[src/htps_pkg.sv]
`timescale 1ns / 1ps

package htps_pkg;

  localparam int AMB_W     = 16;
  localparam int MASS_W    = 16;
  localparam int TICK_W    = 20;
  localparam int DUTY_W    = 16;
  localparam int TEMP_W    = 32;
  localparam int CODE_W    = 12;
  localparam int Q8_W      = 16;
  localparam int CFG_W     = 20;
  localparam int CFG_IDX_W = 2;
  localparam int PC_W      = 4;
  localparam int CNT_W     = 6;
  localparam int DEN_W     = 40;
  localparam int PROD_W    = 55;
  localparam int NET_W     = 35;

  localparam logic [DUTY_W-1:0]        DUTY_KEEP  = 16'd62259;
  localparam logic [DUTY_W-1:0]        DUTY_ADD   = 16'd3277;
  localparam logic [6:0]               HEAT_GAIN  = 7'd120;
  localparam logic [MASS_W-1:0]        MASS_MIN   = 16'd256;
  localparam logic [23:0]              DEN_SCALE  = 24'd11250000;
  localparam logic signed [TEMP_W-1:0] TEMP_TOP   = 32'sd3932160;
  localparam logic [33:0]              DAC_HALF   = 34'd1966080;
  localparam logic [16:0]              DAC_RECIP  = 17'd69906;
  localparam logic [CODE_W-1:0]        DAC_FULL   = 12'd4095;
  localparam logic signed [TEMP_W-1:0] TEMP_RESET = 32'sh0019_0000;
  localparam logic signed [AMB_W-1:0]  AMB_RESET  = 16'sd6400;
  localparam logic [MASS_W-1:0]        MASS_RESET = 16'd512;
  localparam logic [TICK_W-1:0]        TICK_RESET = 20'd5000;
  localparam logic [CNT_W-1:0]         ITER_TEMP  = 6'd32;

  typedef enum logic [CFG_IDX_W-1:0] {
    CFG_AMBIENT = 2'd0,
    CFG_MASS    = 2'd1,
    CFG_TICK    = 2'd2
  } cfg_idx_e;

  typedef enum logic [3:0] {
    OP_ACCEPT,
    OP_DUTY,
    OP_NET,
    OP_MULNET,
    OP_LDDIV_T,
    OP_DIVSTEP,
    OP_UPDATE,
    OP_MULDAC,
    OP_DACSCALE,
    OP_EMIT,
    OP_NOP
  } op_e;

  typedef enum logic [2:0] {
    JC_NEVER,
    JC_ALWAYS,
    JC_NO_INPUT,
    JC_DIV_BUSY,
    JC_OUT_BUSY
  } jc_e;

  typedef struct packed {
    op_e             op;
    jc_e             jc;
    logic [PC_W-1:0] target;
  } ctrl_t;

  localparam logic [PC_W-1:0] STEP_IDLE  = 4'd0;
  localparam logic [PC_W-1:0] STEP_DIV_T = 4'd5;
  localparam logic [PC_W-1:0] STEP_EMIT  = 4'd9;

  function automatic ctrl_t ucode(input logic [PC_W-1:0] pc);
    ctrl_t c;
    case (pc)
      4'd0:    c = '{op: OP_ACCEPT,   jc: JC_NO_INPUT, target: STEP_IDLE};
      4'd1:    c = '{op: OP_DUTY,     jc: JC_NEVER,    target: STEP_IDLE};
      4'd2:    c = '{op: OP_NET,      jc: JC_NEVER,    target: STEP_IDLE};
      4'd3:    c = '{op: OP_MULNET,   jc: JC_NEVER,    target: STEP_IDLE};
      4'd4:    c = '{op: OP_LDDIV_T,  jc: JC_NEVER,    target: STEP_IDLE};
      4'd5:    c = '{op: OP_DIVSTEP,  jc: JC_DIV_BUSY, target: STEP_DIV_T};
      4'd6:    c = '{op: OP_UPDATE,   jc: JC_NEVER,    target: STEP_IDLE};
      4'd7:    c = '{op: OP_MULDAC,   jc: JC_NEVER,    target: STEP_IDLE};
      4'd8:    c = '{op: OP_DACSCALE, jc: JC_NEVER,    target: STEP_IDLE};
      4'd9:    c = '{op: OP_EMIT,     jc: JC_OUT_BUSY, target: STEP_EMIT};
      default: c = '{op: OP_NOP,      jc: JC_ALWAYS,   target: STEP_IDLE};
    endcase
    return c;
  endfunction

endpackage

[src/heater_thermal_plant_step.sv]
`timescale 1ns / 1ps

// Heater plant model that advances one step for each input transfer: the PWM sample updates
// the smoothed duty, the chamber temperature moves by the net heater power over the thermal
// mass, and one result transfer carries the DAC code, the Q8.8 temperature and the duty.
// The temperature change is found by a bit-serial divider of 32 iterations and the DAC
// code is scaled by a reciprocal multiplication. After the step has handed its result to
// the output register it passes an idle step before it takes the next input, so a new
// input is never taken while a step is in progress, and a result still waiting in the
// output register holds the step at its last stage.
// Configuration writes must only be made while no step is in progress.
module heater_thermal_plant_step_core (
  input  logic                               clk_i,
  input  logic                               rst_ni,
  input  logic                               cfg_we_i,
  input  logic [htps_pkg::CFG_IDX_W-1:0]     cfg_addr_i,
  input  logic [htps_pkg::CFG_W-1:0]         cfg_wdata_i,
  input  logic                               s_axis_tvalid_i,
  output logic                               s_axis_tready_o,
  input  logic [7:0]                         s_axis_tdata_i,  // [0] pwm_level
  output logic                               m_axis_tvalid_o,
  input  logic                               m_axis_tready_i,
  // [11:0] dac_code, [27:12] plant_temp, [43:28] duty_level
  output logic [47:0]                        m_axis_tdata_o
);

  import htps_pkg::*;

  ctrl_t                      ctrl;
  logic [PC_W-1:0]            pc_q, pc_d;
  logic                       jump;
  logic                       out_free;

  logic signed [AMB_W-1:0]    amb_q, amb_d;
  logic [MASS_W-1:0]          mass_q, mass_d;
  logic [TICK_W-1:0]          tick_q, tick_d;

  logic                       sample_q, sample_d;
  logic [DUTY_W-1:0]          duty_q, duty_d;
  logic signed [TEMP_W-1:0]   temp_q, temp_d;
  logic [PROD_W-1:0]          prod_q, prod_d;
  logic [NET_W-1:0]           netmag_q, netmag_d;
  logic                       netneg_q, netneg_d;
  logic [DEN_W-1:0]           den_q, den_d;
  logic [DEN_W-1:0]           rem_q, rem_d;
  logic [31:0]                quo_q, quo_d;
  logic [CNT_W-1:0]           cnt_q, cnt_d;

  logic                       mvalid_q, mvalid_d;
  logic [43:0]                mdata_q, mdata_d;

  logic [MASS_W-1:0]          mass_c;
  logic [32:0]                duty_rnd;
  logic [17:0]                duty_sum;
  logic [22:0]                heat;
  logic signed [33:0]         amb_ext;
  logic signed [33:0]         diff;
  logic signed [35:0]         net_s;
  logic [60:0]                div_t_in;
  logic [33:0]                div_d_in;
  logic [40:0]                rshift;
  logic                       ge;
  logic signed [33:0]         tsum;
  logic [21:0]                tlim;
  logic [CODE_W-1:0]          code;
  logic [23:0]                t8;
  logic [Q8_W-1:0]            q8;

  assign ctrl            = ucode(pc_q);
  assign out_free        = !mvalid_q || m_axis_tready_i;
  assign s_axis_tready_o = (ctrl.op == OP_ACCEPT);
  assign m_axis_tvalid_o = mvalid_q;
  assign m_axis_tdata_o  = {4'b0000, mdata_q};

  // The DAC divisor is 15 * 2^18: a shift by 18, then a reciprocal multiplication for 15.
  always_comb begin
    mass_c   = (mass_q < MASS_MIN) ? MASS_MIN : mass_q;
    duty_rnd = {1'b0, prod_q[31:0]} + 33'd32768;
    duty_sum = {1'b0, duty_rnd[32:16]} + (sample_q ? {2'b00, DUTY_ADD} : 18'd0);
    heat     = 23'(duty_q) * 23'(HEAT_GAIN);
    amb_ext  = 34'($signed({amb_q, 8'h00}));
    diff     = 34'(temp_q) - amb_ext;
    net_s    = $signed({13'b0, heat}) - $signed({diff, 2'b00});
    div_t_in = {prod_q, 6'b000000} + 61'(den_q[DEN_W-1:1]);
    div_d_in = prod_q[33:0] + DAC_HALF;
    rshift   = {rem_q, quo_q[31]};
    ge       = rshift >= {1'b0, den_q};
    tsum     = 34'(temp_q) + (netneg_q ? -$signed({2'b00, quo_q}) : $signed({2'b00, quo_q}));
    tlim     = (temp_q > 32'sd0 && temp_q < TEMP_TOP) ? temp_q[21:0] : 22'd0;
    if (temp_q <= 32'sd0) begin
      code = '0;
    end else if (temp_q >= TEMP_TOP) begin
      code = DAC_FULL;
    end else begin
      code = prod_q[CODE_W+19:20];
    end
    t8 = temp_q[31:8];
    if (t8[23:15] == 9'h000 || t8[23:15] == 9'h1FF) begin
      q8 = t8[15:0];
    end else if (t8[23]) begin
      q8 = 16'h8000;
    end else begin
      q8 = 16'h7FFF;
    end
  end

  always_comb begin
    case (ctrl.jc)
      JC_ALWAYS:   jump = 1'b1;
      JC_NO_INPUT: jump = !s_axis_tvalid_i;
      JC_DIV_BUSY: jump = (cnt_q != 6'd1);
      JC_OUT_BUSY: jump = !out_free;
      default:     jump = 1'b0;
    endcase
    pc_d = jump ? ctrl.target : pc_q + 4'd1;
  end

  always_comb begin
    amb_d    = amb_q;
    mass_d   = mass_q;
    tick_d   = tick_q;
    sample_d = sample_q;
    duty_d   = duty_q;
    temp_d   = temp_q;
    prod_d   = prod_q;
    netmag_d = netmag_q;
    netneg_d = netneg_q;
    den_d    = den_q;
    rem_d    = rem_q;
    quo_d    = quo_q;
    cnt_d    = cnt_q;
    mvalid_d = mvalid_q;
    mdata_d  = mdata_q;

    if (cfg_we_i) begin
      case (cfg_addr_i)
        CFG_AMBIENT: amb_d  = $signed(cfg_wdata_i[AMB_W-1:0]);
        CFG_MASS:    mass_d = cfg_wdata_i[MASS_W-1:0];
        CFG_TICK:    tick_d = cfg_wdata_i;
        default:     ;
      endcase
    end

    if (mvalid_q && m_axis_tready_i) begin
      mvalid_d = 1'b0;
    end

    case (ctrl.op)
      OP_ACCEPT: begin
        if (s_axis_tvalid_i) begin
          sample_d = s_axis_tdata_i[0];
          prod_d   = PROD_W'(32'(duty_q) * 32'(DUTY_KEEP));
        end
      end
      OP_DUTY: begin
        duty_d = (duty_sum > 18'd65535) ? 16'hFFFF : duty_sum[15:0];
        den_d  = DEN_W'(mass_c) * DEN_W'(DEN_SCALE);
      end
      OP_NET: begin
        netneg_d = net_s[35];
        netmag_d = net_s[35] ? NET_W'(-net_s) : net_s[NET_W-1:0];
      end
      OP_MULNET: begin
        prod_d = PROD_W'(netmag_q) * PROD_W'(tick_q);
      end
      OP_LDDIV_T: begin
        rem_d = DEN_W'(div_t_in[60:32]);
        quo_d = div_t_in[31:0];
        cnt_d = ITER_TEMP;
      end
      OP_DIVSTEP: begin
        rem_d = ge ? DEN_W'(rshift - {1'b0, den_q}) : rshift[DEN_W-1:0];
        quo_d = {quo_q[30:0], ge};
        cnt_d = cnt_q - 6'd1;
      end
      OP_UPDATE: begin
        if (tsum[33:31] == 3'b000 || tsum[33:31] == 3'b111) begin
          temp_d = tsum[31:0];
        end else if (tsum[33]) begin
          temp_d = 32'sh8000_0000;
        end else begin
          temp_d = 32'sh7FFF_FFFF;
        end
      end
      OP_MULDAC: begin
        prod_d = PROD_W'(34'(tlim) * 34'(DAC_FULL));
      end
      OP_DACSCALE: begin
        prod_d = PROD_W'(div_d_in[33:18]) * PROD_W'(DAC_RECIP);
      end
      OP_EMIT: begin
        if (out_free) begin
          mvalid_d = 1'b1;
          mdata_d  = {duty_q, q8, code};
        end
      end
      default: ;
    endcase
  end

  always_ff @(posedge clk_i or negedge rst_ni) begin
    if (!rst_ni) begin
      pc_q     <= STEP_IDLE;
      amb_q    <= AMB_RESET;
      mass_q   <= MASS_RESET;
      tick_q   <= TICK_RESET;
      sample_q <= 1'b0;
      duty_q   <= '0;
      temp_q   <= TEMP_RESET;
      prod_q   <= '0;
      netmag_q <= '0;
      netneg_q <= 1'b0;
      den_q    <= '0;
      rem_q    <= '0;
      quo_q    <= '0;
      cnt_q    <= '0;
      mvalid_q <= 1'b0;
      mdata_q  <= '0;
    end else begin
      pc_q     <= pc_d;
      amb_q    <= amb_d;
      mass_q   <= mass_d;
      tick_q   <= tick_d;
      sample_q <= sample_d;
      duty_q   <= duty_d;
      temp_q   <= temp_d;
      prod_q   <= prod_d;
      netmag_q <= netmag_d;
      netneg_q <= netneg_d;
      den_q    <= den_d;
      rem_q    <= rem_d;
      quo_q    <= quo_d;
      cnt_q    <= cnt_d;
      mvalid_q <= mvalid_d;
      mdata_q  <= mdata_d;
    end
  end

endmodule

[config.mk]
export PLATFORM = sky130hd
export DESIGN_NAME = heater_thermal_plant_step_core
export DESIGN_NICKNAME = d
export VERILOG_FILES = /design/src/htps_pkg.sv /design/src/heater_thermal_plant_step.sv
export SDC_FILE = /design/constraint.sdc
export NUM_CORES = 2
export LEC_CHECK = 0
export BUFFER_PORTS_ARGS = -buffer_cell sky130_fd_sc_hd__buf_2
export CORE_MARGIN = 5
export CORE_UTILIZATION = 45
export DETAILED_ROUTE_END_ITERATION = 7
export RECOVER_POWER = 25
export SLEW_MARGIN = 20
export SYNTH_ARGS = -nofsm -noshare
export SYNTH_HDL_FRONTEND = slang
export SYNTH_SLANG_ARGS = --single-unit
[constraint.sdc]
create_clock -name clk_i -period 9.26 [get_ports clk_i]
set_input_delay 0.926 -clock clk_i [delete_from_list [all_inputs] [get_ports clk_i]]
set_output_delay 0.926 -clock clk_i [all_outputs]
set_load 0.005 [all_outputs]
-- Word level (Yosys, flattened, before mapping)
Memory sizes are Yosys's and may differ from the RTL's.
Index checks and enable logic that the tools add are counted.
- add/sub/neg operators: 12
- multipliers: 6
- equality and inequality tests: 19
- $lt $le $gt $ge: 7
- muxes and demuxes: 23
- reduce and logical (&&, ||, !) cells: 20
- operator list (kind ; number):
    case mux 55 bit (4 select lines) ; 1
    case mux 40 bit (2 select lines) ; 1
    multiplier 16 x 16 -> 32 bit, second input constant ; 2
    2-to-1 mux 16 bit ; 4
    2-to-1 mux 32 bit ; 2
    case mux 32 bit (2 select lines) ; 1
    adder 61 x 39 -> 61 bit ; 1
    multiplier 35 x 20 -> 55 bit ; 1
    2-to-1 mux 55 bit ; 1
    greater-or-equal comparator 41 x 40 -> 1 bit ; 1
    2-to-1 mux 40 bit ; 1
    subtractor 40 bit ; 1
    multiplier 16 x 20 -> 36 bit, second input constant ; 1
    2-to-1 mux 12 bit ; 3
    subtractor 24 x 35 -> 36 bit ; 1
    2-to-1 mux 35 bit ; 1
    negator 35 bit ; 1
    adder 32 x 34 -> 34 bit ; 1
    adder 34 x 21 -> 34 bit, second input constant ; 1
    multiplier 22 x 12 -> 34 bit, second input constant ; 1
    2-to-1 mux 34 bit ; 1
    negator 32 -> 34 bit ; 1
    adder 32 x 16 -> 33 bit, second input constant ; 1
    subtractor 32 x 24 -> 33 bit ; 1
    37 further kinds ; 56
- register bits after elaboration: 355
- memory bits (read-only): 160
- output and inout bits: 50
- memories kept: 1
- memories (name ; words ; bits a word ; rd ports ; clocked after Yosys merged registers in ; write ports ; line ; text):
    (no name shown) ; 16 ; 10 ; 1 ; 0 ; 0 ; htps_pkg.sv:75 ; case (pc)

-- Logic depth before layout (Yosys ltp)
- depth after elaboration: 6
- depth in mapped cells: 31
- mapped depth without buffers: 30

-- Worst setup path before layout
No wires, ideal clock.
- kind: flip-flop to flip-flop
- start: register tick_q[3]
- end: register prod_q[53]
- arrival: 7.365 ns
- stages on the path, launching flop included: 30
- setup slack: 1.762 ns
- path through: dfstp_2 > clkbuf_1 > clkbuf_1 > nand2_1 > fa_1 > inv_1 > fa_1 > fa_1 > fa_1 > inv_1 > fa_1 > inv_1 > fa_1 > inv_1 > fa_1 > inv_1 > ha_1 > clkbuf_1 > and4_1 > and3_1 > nand2_1 > nor3_1 > a32oi_1 > nand4_1 > a311oi_1 > o21ai_0 > a311oi_1 > o41ai_1 > xnor2_1 > o21ai_0
- cells in the longest elaborated chain, start to end: 2
- ends and longest elaborated chain (what ; line ; text):
    start: declaration ; heater_thermal_plant_step.sv:36 ; logic [TICK_W-1:0] tick_q, tick_d;
    start signal: assignment ; heater_thermal_plant_step.sv:223 ; tick_q <= tick_d;
    multiplier 35 x 20 -> 55 bit ; heater_thermal_plant_step.sv:164 ; prod_d = PROD_W'(netmag_q) * PROD_W'(tick_q);
    case mux 55 bit (4 select lines) ; heater_thermal_plant_step.sv:148 ; case (ctrl.op)
    end signal: assignment ; heater_thermal_plant_step.sv:227 ; prod_q <= prod_d;
    end: declaration ; heater_thermal_plant_step.sv:41 ; logic [PROD_W-1:0] prod_q, prod_d;
Every way passes these cells.
A chain may end at the register's enable or synchronous reset.

-- Worst setup path in the final report
- start: register tick_q[2]
- end: register prod_q[27]
The elaborated chain is that of the path after synthesis.

==> flow_metrics.py <==
metrics = {
    "run_status": {
        "outcome": "finished, violations left",
        "violations": "max-capacitance violations, max-slew violations",
    },
    "worst_hold_path": {
        "whs_path_depth": 1,
        "min_path_type": "register to register",
        "hold_end": "cnt_q[5]",
        "min_from": "cnt_q[5]",
    },
    "floorplan": {
        "die_h_um": 392,
        "die_x_um": 392,
        "start_util_pct": 45.2,
        "coreArea_um2": 145000,
        "ios": 85,
        "rows": 140,
        "dieArea_um2": 154000,
    },
    "power_and_ir_drop": {
        "p_leak_nw": 35.8,
        "power_density_nw_per_um2": 184,
        "comb_power_share_pct": 71.4,
        "switching_share_pct": 47.6,
        "internal_power_mw": 6.72,
        "ir_drop_uv": 918,
        "seq_power_share_pct": 13.3,
        "power.clock.fraction_pct": 15.2,
        "p_sw_mw": 6.11,
        "total_power_mw": 12.8,
    },
    "sta": {
        "hold_violations": 0,
        "slew_viol_final": 163,
        "fin_skew_ns": 0.0423,
        "fmax_mhz": 116,
        "min_period_ns": 8.63,
        "tightest_slew_ns": 5.82,
        "setup_viol": 0,
        "fin_ws_ns": 0.631,
        "rsz0062_at_grt": "false",
        "maxSlewHeadroom_pct": -288,
        "holdWs_ns": 0.474,
        "fin_crit_sh_pct": 93.2,
        "finalSetupTns_ns": 0,
    },
    "placement": {
        "dp_slack_ns": 0.744,
        "port-buffer-count": 73,
        "placed_cell_area_um2": 68200,
        "dp.cells": 9333,
        "place_congestion": 0.962,
        "dpl.hpwl_um": 158000,
    },
    "route": {
        "viasPerCell": 5.44,
        "routed_wl_um": 190000,
        "drtAntennaViolNets": 0,
        "drt_first_pass_iters": 6,
        "drc_errors": 0,
        "vias": 51300,
        "drtIter0Drc": 3527,
        "avgRoutedWirePerCell_um": 20.1,
    },
    "clocking": {
        "clock_latency_ns": 0.64,
        "cts.sinks": 353,
        "cts-resized-gates": 0,
        "cts_buffers": 45,
        "cts_hold_buf": 0,
        "cts_tree": "yes",
        "cts_buffer_depth": 3,
        "htree_levels": 2,
        "clock_tree.root_cell": "clkbuf_16",
        "clkTransAtPathRegs_ns": 0.06,
        "cts_setup_buffers": 0,
    },
    "finish": {
        "final_cells": 9419,
        "final_common_cell": "inv_1",
        "num-nets-final": 9187,
        "utilization_pct": 48.0,
        "drive_gt1_share_pct": 5.25,
        "fillers": 14100,
        "area_growth_pct": 6.28,
        "final_cell_mix": "inv_1 (1,296), fa_1 (922), nand2_1 (912)",
        "fin_area_um2": 69800,
    },
    "global_route": {
        "top_usage_layer": "met2",
        "globalRouteTotalUtil_pct": 24.9,
        "gr-usage-met1_pct": 35.3,
        "grt_max_degree": 157,
        "grt_pass1_vias": 51700,
        "met3_usage_pct": 3.20,
        "overflow": 0,
        "grt_pass1_wl_um": 300000,
        "use_met2_pct": 40.2,
        "antenna_found_initial": 6,
    },
    "synth": {
        "synthDistinctLibCells": 98,
        "ys_warn_count": 0,
        "ys_ff_latch": 353,
        "syn_area_per_cell_um2": 8.72,
        "synth_ff_type": "dfrtp_1",
        "syn-cell-area_um2": 65700,
        "synthCells": 7531,
        "synth_edf_count": 0,
        "yosysSeqAreaShare_pct": 13.5,
        "synth-async-reset-ratio_pct": 100,
    },
    "job": {
        "cap_violations": 3,
    },
    "critical_path": {
        "r2r-start": "tick_q[2]",
        "crit_fanout": 21,
        "endpoint_kind": "register",
        "crit_path_start_kind": "register",
        "r2r_slack_ns": 0.63,
        "required_ns": 9.74,
        "critical_path_class": "register to register",
        "arrival_ns": 9.11,
        "ff2ff_path_depth": 24,
        "r2r-end": "prod_q[27]",
    },
}
==> synthesized netlist by cell type (all sizes together), types with 40 or more instances <==
cell / n / area (um2)
nand3: 89 / 445
and3: 46 / 288
and2: 245 / 1530
dfrtp: 341 / 8530
nand4: 40 / 250
a21o: 198 / 1490
mux2: 47 / 529
a21oi: 404 / 2060
clkbuf: 275 / 1030
fa: 922 / 18500
a211oi: 40 / 315
nand2: 916 / 3440
inv: 1296 / 4860
nor2: 325 / 1220
ha: 767 / 9600
nor2b: 40 / 250
xor2: 163 / 1440
nand2b: 50 / 320
o21ai: 393 / 1980
xnor2: 250 / 2200
nor3: 77 / 385
o21a: 54 / 405
a31oi: 44 / 275
==> layer usage <==
layer,wire length [um],part of all wire (%)
met1,87600,46
met4,6500,3.4
met3,9330,4.9
met2,86200,45
met5,40,0.021
==> cells by family after synthesis <==
kind of cell             count (synthesis)  share of synthesized area (%)
multiplexers                            62                           1.03
flip-flops                             353                           13.5
other                                    1                        0.00571
XOR/XNOR                               413                           5.54
AO/OA/AOI/OAI                         1463                           14.2
AND/OR/NAND/NOR                       1957                           13.8
buffers and inverters                 1593                           9.19
adder cells (fa/ha/maj)               1689                           42.7
==> worst max-delay path: stages, from the launching register on <==
cell and delay [ns]:
dfrtp_1 1.05, buf_4 0.28, nand2_1 0.08, fa_1 0.59
inv_1 0.05, fa_1 0.51, fa_1 0.43, fa_1 0.52
inv_1 0.05, fa_1 0.53, inv_1 0.05, fa_1 0.55
fa_1 0.45, ha_1 0.23, or3_1 0.37, a21oi_1 0.16
o21ai_0 0.17, a21oi_1 0.21, o21ai_0 0.16, a31oi_1 0.37
o21ai_0 0.19, xnor2_1 0.62, o221ai_1 0.33, a21oi_1 0.34
a21oi_1 0.11
==> power by group through the flow <==
stage / clock (mW) / sequential (mW) / combinational [mW]
global placement: 0 / 1.74 / 9.15
finish: 1.95 / 1.71 / 9.17
detailed placement: 0 / 1.74 / 9.27
CTS: 1.99 / 1.71 / 9.34
global route: 2.04 / 1.72 / 10.5
floorplan: 0 / 1.64 / 7.42
==> cell type report <==
cell class | instances | area (um2) | area share (%)
clock inverter | 23 | 364 | 0.522
antenna | 3 | 7.51 | 0.0108
inverter | 1296 | 4860 | 6.97
tap | 1917 | 2400 | 3.44
sequential | 353 | 8850 | 12.7
clock buffer | 60 | 1250 | 1.79
multi-input combinational | 5588 | 50900 | 72.9
timing repair buffer | 179 | 1170 | 1.68
==> worst max-delay path by stage <==
| stage | startpoint | to | slack [ns] | depth (start not counted) |
|---|---|---|---|---|
| global placement | tick_q[2] | prod_q[51] | 0.75 | 25 |
| CTS | tick_q[2] | prod_q[51] | 0.68 | 25 |
| global route | duty_q[0] | netmag_q[32] | 0.09 | 27 |
| detailed placement | tick_q[2] | prod_q[51] | 0.74 | 27 |
| finish | tick_q[2] | prod_q[27] | 0.63 | 24 |
| floorplan | tick_q[3] | prod_q[53] | 1.76 | 29 |
==> flip-flops by register name (all words and copies together), names as in the netlist, 20 cells and up <==
name / count
prod_q: 55
mdata_q: 44
rem_q: 40
den_q: 36
netmag_q: 33
quo_q: 32
temp_q: 32
tick_q: 20
No activity file was read; power rests on OpenSTA's default activity.
